### config.mk
export PLATFORM = sky130hd
export DESIGN_NAME = otsu_front
export DESIGN_NICKNAME = d
export VERILOG_FILES = /design/src/otsu_threshold_from_frame_unit_defines.svh /design/src/otsu_pkg.sv /design/src/otsu_front.sv
export SDC_FILE = /design/constraint.sdc
export NUM_CORES = 1
export LEC_CHECK = 0
export BUFFER_PORTS_ARGS = -buffer_cell sky130_fd_sc_hd__buf_2
export CAP_MARGIN = 15
export CORE_ASPECT_RATIO = 1.1
export CORE_UTILIZATION = 44
export CTS_CLUSTER_DIAMETER = 40
export DETAILED_ROUTE_END_ITERATION = 10
export HOLD_SLACK_MARGIN = 0.02
export PLACE_DENSITY = 0.71
export SYNTH_ARGS = -nofsm -noshare
export SYNTH_HDL_FRONTEND = slang
export SYNTH_SLANG_ARGS = --single-unit
### constraint.sdc
create_clock -name clk -period 4.26 [get_ports clk]
set_input_delay 0.426 -clock clk [delete_from_list [all_inputs] [get_ports clk]]
set_output_delay 0.426 -clock clk [all_outputs]
set_load 0.02 [all_outputs]
### src/otsu_threshold_from_frame_unit_defines.svh
// Assertion helpers, clocked on clk, disabled while rst_n is low.
`ifndef OTSU_THRESHOLD_FROM_FRAME_UNIT_DEFINES_SVH
`define OTSU_THRESHOLD_FROM_FRAME_UNIT_DEFINES_SVH

// same-cycle implication
`define OTSU_AST_IMP(lbl, ante, cons, msg) \
  lbl: assert property (@(posedge clk) disable iff (!rst_n) (ante) |-> (cons)) else $error(msg);

// next-cycle implication
`define OTSU_AST_NXT(lbl, ante, cons, msg) \
  lbl: assert property (@(posedge clk) disable iff (!rst_n) (ante) |=> (cons)) else $error(msg);

`endif

### src/otsu_pkg.sv
`default_nettype none
package otsu_pkg;
  localparam int CountWidthDef = 22;
  localparam int Bins          = 256;
  localparam int BinAw         = 8;
  localparam logic [7:0] TopBin = 8'd255;
  localparam logic [7:0] LastT  = 8'd254;
  localparam int FramePixW     = 22;
  localparam int QDepth        = 4;
  localparam int QAw           = 2;

  typedef struct packed {
    logic       last;
    logic [7:0] pixel;
  } pix_word_t;
endpackage
`default_nettype wire

### src/otsu_front.sv
`default_nettype none
module otsu_front
  import otsu_pkg::*;
(
  input  wire logic       clk,
  input  wire logic       rst_n,
  input  wire logic       in_tvalid,
  output logic            in_tready,
  input  wire logic [7:0] in_tdata,
  input  wire logic       in_tlast,
  output logic            q_valid,
  output pix_word_t       q_word,
  input  wire logic       q_pop
);
  pix_word_t        q_mem_r [QDepth];
  logic [QAw-1:0]   wr_ptr_r;
  logic [QAw-1:0]   rd_ptr_r;
  logic [QAw:0]     cnt_r;
  logic             push;
  pix_word_t        w_in;

  assign in_tready = (cnt_r != (QAw+1)'(QDepth));
  assign push      = in_tvalid && in_tready;
  assign w_in.last  = in_tlast;
  assign w_in.pixel = in_tdata;
  assign q_valid   = (cnt_r != '0);
  assign q_word    = q_mem_r[rd_ptr_r];

  always_ff @(posedge clk) begin
    if (!rst_n) begin
      wr_ptr_r <= '0;
      rd_ptr_r <= '0;
      cnt_r    <= '0;
    end else begin
      if (push) begin
        q_mem_r[wr_ptr_r] <= w_in;
        wr_ptr_r <= wr_ptr_r + 1'b1;
      end
      if (q_pop) begin
        rd_ptr_r <= rd_ptr_r + 1'b1;
      end
      if (push && !q_pop) begin
        cnt_r <= cnt_r + 1'b1;
      end else if (!push && q_pop) begin
        cnt_r <= cnt_r - 1'b1;
      end
    end
  end
endmodule
`default_nettype wire

==> metrics, run 1 <==
CP bufs+invs 1; Synth Area in Compound Gates 0.01347; clk buf depth 2; crit-path cells mux4_2 > buf_2; CP max stage delay between 0.7 and 0.8 ns; unrepaired setup endpoints after global routing false; Worst VDD drop roughly 0.27 mV; post-synth net total around 110; CP arrival ~1.8 ns; Initial DRC Count 37; Seq pwr share 0.530; GP Congestion around 0.67; H-tree depth 2; Total Wirelength 2852 µm; CTS tree yes; Synth Area in Adders 0.04678; cell with the most instances after synthesis edfxtp_1; Worst-path clk slew approximately 0.08 ns; worst-margin pin slew roughly 0.60 ns; Final Hold Fails 0; outcome completed; EDFF count, synth 36; top_reg_cell synth edfxtp_1; first-pass GRT wire length about 4600 µm; main combinational cell family by area after synthesis multiplexers; Peak Freq about 460 MHz; Mean Syn Cell Area 18.58 µm²; HP Class in -> reg; DP Wirelength just under 2000 µm; Die ar. roughly 4300 µm²; Rel. slew slack 0.5992; Cells after Synth 95; Max Cap Violations 0; antenna viol nets, final 0; FILL cells 310; cell area power density 500.2 nW/µm²; number of global-route vias before repair roughly 930; Post-Synth Simple-Gate Area 0.05386; share of post-route cells with drive strength above 1 0.3252; root buf cell clkbuf_8; # resized after CTS 0; Sink Count 45; Gate power share 0.165; internal power ~0.76 mW; post-synthesis cell type count 21; Starting Density 0.4719; number of CTS-inserted buffers 5; Clk pwr share 0.305; Finished Cell Area roughly 2000 µm²; CP Depth 2; commonest cells in the synthesized netlist edfxtp_1 (36), dfxtp_1 (9), mux4_2 (9); synthesized area 1765 µm²; ys async rst share 0; GRT Util Overall 0.1566; CTS Hold Buffers Added 0; clk_lat worst skew around 0.30 ns; worst reg2reg path depth 8; post-synthesis mux area share 0.1318; largest net degree at the start of global routing 15; vias per std cell 5.069; core box area approximately 3700 µm²; critical path required time 3.83 ns; Final min period between 2 and 2.5 ns; DRC Markers 0; drt wl/cell between 15 and 20 µm; Worst setup SP type flip-flop; period utilization 0.5129; I/O Buffers 23; total negative slack 0 ns; Layout area overhead 15.02%; worst setup path category reg -> out; leading area contributor after synthesis edfxtp_1; area of the multi-input gates 469.2 µm²; critical path capture point type output port; DR vias just under 900; Final #Nets ~140; Hold Slack 0.3374 ns; Post-Synth XOR/XNOR Area 0.01984; Final Setup Violations 0; Hold Path Depth 1; CP top delay family flip-flops; setup slack after layout around 2.1 ns; post-synth top area share 0.6123; clk_skew just under 0.006 ns; # diodes 0; critical path peak fanout 9; register area about 1300 µm²; slowest CP cell dfxtp_1; # IOs 24; postcts setup bufs 0; Seq cells post-synth 45; GRT Residual Overflow 0; Pre-antenna DRT Iters 4; die width 62.40 µm; dpl ws 2.121 ns; Die Y-Extent ~68 µm; top post-synthesis cells by area edfxtp_1 (61%), mux4_2 (11%), dfxtp_1 (10%); Cell Rows 23; sw power between 0.2 and 0.3 mW; Static Leak 0.7447 nW; initial antenna violation count 0; DP Area approximately 1900 µm²; Slew Viols, Final 0; sw frac 0.2521; post-synthesis sequential area ratio 0.7144; Syn. warnings 0
==> final cells by class <==
type	instances	area share
clock buffer	6	0.03574
clock inverter	2	0.01725
inverter	4	0.007394
multi-input combinational	43	0.2311
sequential	45	0.6211
tap	50	0.03081
timing repair buffer	23	0.05668
==> metal layers <==
metal	part of all wire	up-vias	track usage
met1	0.39	439	0.1681
li1	-	409	-
met5	0	-	0
met2	0.55	21	0.2843
met3	0.036	8	0.03000
met4	0.028	0	0.1134
==> worst reg2reg max path, delay by kind of cell (launching register included) <==
kind | cells | cell delay, ns
fa+ha+maj | 2 | 0.65
compound gates | 2 | 0.43
flops | 1 | 0.41
buf+inv | 1 | 0.07
xor+xnor | 1 | 0.16
simple gates | 2 | 0.39
==> final timing paths <==
kind	startpoint	to	slack, ns
worst max-delay path	flip-flop	q_word[5]	2.07
worst min register to register	wr_ptr_r[0]$_SDFFE_PN0N_	wr_ptr_r[0]$_SDFFE_PN0N_	0.51
worst max register to register	cnt_r[0]$_SDFFE_PN0P_	cnt_r[2]$_SDFFE_PN0P_	2.09
worst min-delay path	in_tdata[3]	q_mem_r[1][3]$_DFFE_PP_	0.34
==> sequential cells by signal, summed over array words and instances, names as in the netlist, named ones only <==
register  cells
rd_ptr_r      2
wr_ptr_r      2
cnt_r         3
q_mem_r      36
==> power groups by stage <==
stage / Combinational [mW] / Clock, mW / Sequential [mW]
6_report: 0.168 / 0.310 / 0.538
3_5_place_dp: 0.169 / 0 / 0.550
5_1_grt: 0.185 / 0.332 / 0.544
2_1_floorplan: 0.129 / 0 / 0.536
4_1_cts: 0.170 / 0.315 / 0.540
3_3_place_gp: 0.159 / 0 / 0.546
==> layout by cell type, fill, tap and decap left out, types with 2 or more instances in the layout <==
cell type  instances
ha_1               5
and3_1             4
nand2_1            6
or3_1              2
xor2_1             2
mux2i_1            3
and2_1             4
mux4_2             9
clkbuf_8           5
inv_1              4
buf_2             23
dfxtp_1            9
xnor2_1            2
edfxtp_1          36
==> per-stage QoR <==
| stage | instances | total power, mW | util |
|---|---|---|---|
| after floorplan | 95 | 0.6651 | - |
| after global placement | 165 | 0.7053 | 0.5140 |
| after detailed placement | 165 | 0.7187 | 0.5140 |
| after CTS | 173 | 1.025 | 0.5428 |
| after global routing | 173 | 1.061 | 0.5428 |
| final | 173 | 1.016 | 0.5428 |
==> logic make-up (layout without fill, tap and decap cells) <==
logic type | count (synthesis) | in the layout
mux | 12 | 12
fa+ha+maj | 6 | 6
buf+inv | 7 | 35
compound gates | 3 | 3
flops | 45 | 45
simple gates | 18 | 18
xor+xnor | 4 | 4
Note: power is estimated with default switching activity, not from simulation.
==> inputs of run 2 (changes only) <==
ABC_AREA = 1   (was default)
PLACE_DENSITY = 0.7   (was 0.71)
clock period = 2.2 ns   (was 4.26 ns; I/O delays follow)
==> metrics, run 2 <==
Reg2Reg Setup Slack 0.40 ns; total negative slack 0 ns; initial antenna violation count 0; met3 WL post-DR 150 µm; DR vias around 1,200; Mean Syn Cell Area between 10 and 15 µm²; clk buf depth 2; unrepaired setup endpoints after global routing false; CP max stage delay 0.63 ns; I/O Buffers 23; first-pass GRT wire length 5554 µm; largest net degree at the start of global routing 19; share of post-route cells with drive strength above 1 0.3352; Final min period 1.899 ns; DR top layer met4; commonest cells in the synthesized netlist edfxtp_1 (36), o21ai_0 (20), nor2_1 (18); Max Cap Violations 0; DP Wirelength 2316 µm; largest registers q_mem_r (36), cnt_r (3); Pre-antenna DRT Iters 6; Final #Nets 200; most frequent cells in the layout edfxtp_1 (36), buf_2 (23), o21ai_0 (20); CTS tree yes; commonest non-fill, non-tap cell in the layout edfxtp_1; post-synthesis cell type count 22; routed wl met2 about 1900 µm; antenna viol nets, final 0; Layout area overhead 14.82%; Synth Area in Adders 0.04291; outcome completed; Syn. warnings 0; # diodes 0; Post-Synth XOR/XNOR Area 0; number of global-route vias before repair roughly 1,200; GRT Residual Overflow 0; leading area contributor after synthesis edfxtp_1; Die Y-Extent ~71 µm; Static Leak 0.8389 nW; GRT Util Overall 0.1693; top post-synthesis cells by area edfxtp_1 (56%), dfxtp_1 (9.4%), o22ai_2 (5.9%); Die ar. roughly 4600 µm²; worst-margin pin slew approximately 0.48 ns; number of CTS-inserted buffers 5; # resized after CTS 0; die width between 60 and 70 µm; WL met1 about 1300 µm; EDFF count, synth 36; root buf cell clkbuf_8; period utilization 0.8632; critical path required time roughly 2.0 ns; Post-Synth Simple-Gate Area 0.1099; DRC Markers 0; overall power 1.900 mW; critical path capture point type output port; Initial DRC Count 28; CP arrival 1.68 ns; Cells after Synth around 150; Slew Viols, Final 0; Worst setup SP type flip-flop; Peak Freq 526.6 MHz; post-synth net total between 150 and 200; slowest CP cell dfxtp_1; clk_skew between 0.005 and 0.006 ns; Final Setup Violations 0; crit-path cells buf_4 > o21ai_0 > o22ai_2 > buf_2; Rel. slew slack 0.6767; postcts setup bufs 0; vias per std cell about 5; Largest Register q_mem_r; Cell Rows 24; post-synthesis sequential area ratio 0.6554; post-synth top area share 0.5618; GP Congestion 0.7053; worst setup path category reg -> out; # IOs 24; Starting Density 0.4712; Total Wirelength approximately 3400 µm; number of flip-flops in the largest register 36; core box area about 4100 µm²; cell with the most instances after synthesis edfxtp_1; top_reg_cell synth edfxtp_1; Worst-path clk slew ~0.080 ns; critical path peak fanout 10; main combinational cell family by area after synthesis compound AO/OA/AOI/OAI gates; ys async rst share 0; cell area power density approximately 860 nW/µm²; H-tree depth 2; Sink Count 45; post-synthesis mux area share 0; CTS Hold Buffers Added 0; Synth Area in Compound Gates 0.1326; Seq cells post-synth between 40 and 50; Worst VDD drop about 0.44 mV; HP Class in -> reg; clk_lat worst skew approximately 0.30 ns; synthesized area just under 2000 µm²; drt wl/cell 14.41 µm; Final Hold Fails 0
run 2: cell types whose count changed after synthesis, moves of 3 or more:
cell     before  now
a21oi_1       0    5
and2_1        4    0
and3_1        4    0
inv_1         4   14
mux2i_1       3    0
mux4_2        9    0
nand3_1       0    3
nor2_1        1   18
nor2_2        0    9
o21ai_0       1   20
o22ai_2       0    9
run 2: final timing paths:
kind / startpoint / to / cells after the start
max: flip-flop / q_word[7] / 4
max reg2reg: cnt_r[1]$_SDFFE_PN0P_ / cnt_r[2]$_SDFFE_PN0P_ / 12
min: in_tdata[3] / q_mem_r[0][3]$_DFFE_PP_ / 1
min reg2reg: rd_ptr_r[1]$_SDFFE_PN0P_ / rd_ptr_r[1]$_SDFFE_PN0P_ / 1
run 2: layout make-up:
cell class              count  area [µm²]
flip-flops and latches     45        1261
clock inverters             3       41.29
multi-input cells          84       549.3
repair buffers             28       152.6
inverters                  17       71.32
well taps                  52       65.06
clock buffers               5       68.82
fillers                   354        1874
run 2: stage by stage:
step                      hold WS, ns  utilization  cell area, µm²  cells  setup WS, ns
after floorplan                0.3189            -            1924    149        0.5142
after global placement         0.4292       0.5141            2100    226        0.5302
after detailed placement       0.4344       0.5141            2100    226        0.4170
after CTS                      0.1224       0.5411            2210    234        0.2591
after global routing           0.1255       0.5411            2210    234        0.2200
final                          0.1259       0.5411            2210    234        0.3009
run 2: metal layers:
metal / GRT usage / vias to the layer above
li1: - / 583
met1: 0.1807 / 557
met2: 0.3044 / 24
met3: 0.05096 / 5
met4: 0.07729 / 0
met5: 0 / -
run 2: critical path: cells and delay by family (launching register included):
| kind | cells | cell delay [ns] |
|---|---|---|
| AOI/OAI and AO/OA | 2 | 0.30 |
| buffers and inverters | 2 | 0.45 |
| DFF | 1 | 0.63 |
run 2: kinds of logic (layout without fill, tap and decap cells):
logic type,after synthesis,after routing
AOI/OAI and AO/OA,36,36
adders and majority gates,6,6
DFF,45,45
buffers and inverters,20,53
and+or+nand+nor,42,42
run 2: power by group:
part	internal, mW	switching (mW)
registers	0.966	0.0337
logic	0.110	0.189
clock network	0.334	0.267
total	1.41	0.490
==> inputs of run 3 (changes only) <==
clock period = 1.8 ns   (was 2.2 ns; I/O delays follow)
==> metrics, run 3 (synthesis gave the netlist of run 2 again) <==
slowest CP cell fa_2; DP Wirelength around 2300 µm; clk_skew about 0.0081 ns; outcome completed; critical path required time ~2 ns; initial antenna violation count 0; largest registers q_mem_r (36), cnt_r (3); CTS tree yes; DRC Markers 0; number of global-route vias before repair around 1,200; Static Leak approximately 0.85 nW; largest net degree at the start of global routing 20; Hold Path Depth 1; placed cell count 226; total negative slack 0 ns; worst reg2reg path depth 8; most frequent cells in the layout edfxtp_1 (36), buf_2 (23), o21ai_0 (19); overall power 2.351 mW; commonest non-fill, non-tap cell in the layout edfxtp_1; Starting Density 0.4712; I/O Buffers 23; Peak Freq about 590 MHz; antenna viol nets, final 0; vias per std cell slightly above 5; share of post-route cells with drive strength above 1 0.3716; number of CTS-inserted buffers 5; critical path peak fanout 6; Layout area overhead 15.73%; CP max stage delay between 0.5 and 0.6 ns; Final Hold Fails 0; Initial DRC Count 53; Largest Register q_mem_r; # IOs 24; Final #Nets 201; cell area power density approximately 1100 nW/µm²; # diodes 0; Final min period around 1.7 ns; H-tree depth 2; Final Setup Violations 0; worst setup path category reg -> reg; critical path capture point type flip-flop; register area between 1000 and 1500 µm²; Max Cap Violations 0; GP Congestion ~0.7; Die Y-Extent slightly above 70 µm; CTS Hold Buffers Added 0; DR vias between 1,000 and 1,500; GRT Util Overall 0.1638; CP arrival just under 2 ns; Worst VDD drop roughly 0.69 mV; Finished Cell Area approximately 2200 µm²; Slew Viols, Final 0; Die ar. 4642 µm²; unrepaired setup endpoints after global routing false; Cell Rows 24; core box area around 4000 µm²; Sink Count 45; Worst setup SP type flip-flop; Rel. slew slack 0.7385; crit-path cells inv_2 > nand3_4 > and2_4 > ha_2 > inv_1 > fa_2 > o21ai_1 > a21oi_1; drt wl/cell between 10 and 15 µm; GRT Residual Overflow 0; period utilization 0.9495; worst-margin pin slew a little under 0.4 ns; number of flip-flops in the largest register 36; Total Wirelength 3328 µm; Post-Layout Cell Count approximately 240; root buf cell clkbuf_8; Worst-path clk slew roughly 0.080 ns; Pre-antenna DRT Iters 5; clk buf depth 2; FILL cells roughly 360; first-pass GRT wire length 5437 µm; die width roughly 65 µm; DP Area approximately 2100 µm²; area of the multi-input gates between 500 and 600 µm²; clk_lat worst skew ~0.3 ns; HP Class in -> reg
## run 3: changes by cell type in the layout (fill, tap and decap cells not counted), sizes merged
cell      previous run  this run
clkbuf               5         6
buf                 28        29
clkinvlp             1         0
## run 3: cell type report
type | count | area share
clock buffer | 6 | 0.03258
tap | 52 | 0.02921
inverter | 17 | 0.03202
timing repair buffer | 29 | 0.07191
sequential | 45 | 0.5680
clock inverter | 2 | 0.01742
multi-input combinational | 84 | 0.2489
## run 3: per-stage QoR
| step | utilization | hold slack, ns | worst slack (ns) |
|---|---|---|---|
| floorplan | - | 0.2789 | 0.1142 |
| global placement | 0.5141 | 0.3891 | 0.1295 |
| detailed placement | 0.5141 | 0.3972 | 0.005505 |
| CTS | 0.5417 | 0.08212 | 0.01903 |
| global route | 0.5453 | 0.07850 | 0.0002827 |
| finish | 0.5453 | 0.08575 | 0.09084 |
## run 3: power by group
part           internal [mW]  total (mW)  switching, mW
sequential              1.18        1.22         0.0367
combinational          0.143       0.379          0.236
clock                  0.416       0.751          0.335
total                   1.74        2.35          0.608
## run 3: path summary, 6_finish.rpt
check	start	to	slack, ns
setup / recovery	cnt_r[0]$_SDFFE_PN0P_	cnt_r[1]$_SDFFE_PN0P_	0.09
hold / removal	in_tdata[1]	q_mem_r[1][1]$_DFFE_PP_	0.09
setup reg to reg	cnt_r[0]$_SDFFE_PN0P_	cnt_r[1]$_SDFFE_PN0P_	0.09
hold reg to reg	rd_ptr_r[1]$_SDFFE_PN0P_	flip-flop	0.45
## run 3: worst max-delay path, delay by kind of cell, from the launching register on
kind            cells  cell delay [ns]
buf+inv             2             0.13
compound gates      2             0.20
simple gates        2             0.26
fa+ha+maj           2             0.70
flops               1             0.35
## run 3: metal layers
| layer | up-vias | track usage | part of all wire |
|---|---|---|---|
| met3 | 8 | 0.04618 | 0.042 |
| met4 | 0 | 0.08696 | 0.021 |
| met5 | - | 0 | 0 |
| li1 | 590 | - | - |
| met2 | 28 | 0.2870 | 0.54 |
| met1 | 581 | 0.1784 | 0.40 |
## run 3: repair_timing
action | CTS | global route
buffers inserted | 0 | 1
pin swaps | 0 | 1
setup endpoints to repair | 2 | 2
resized for setup | 2 | 5
endpoints found under the hold margin | 0 | 0
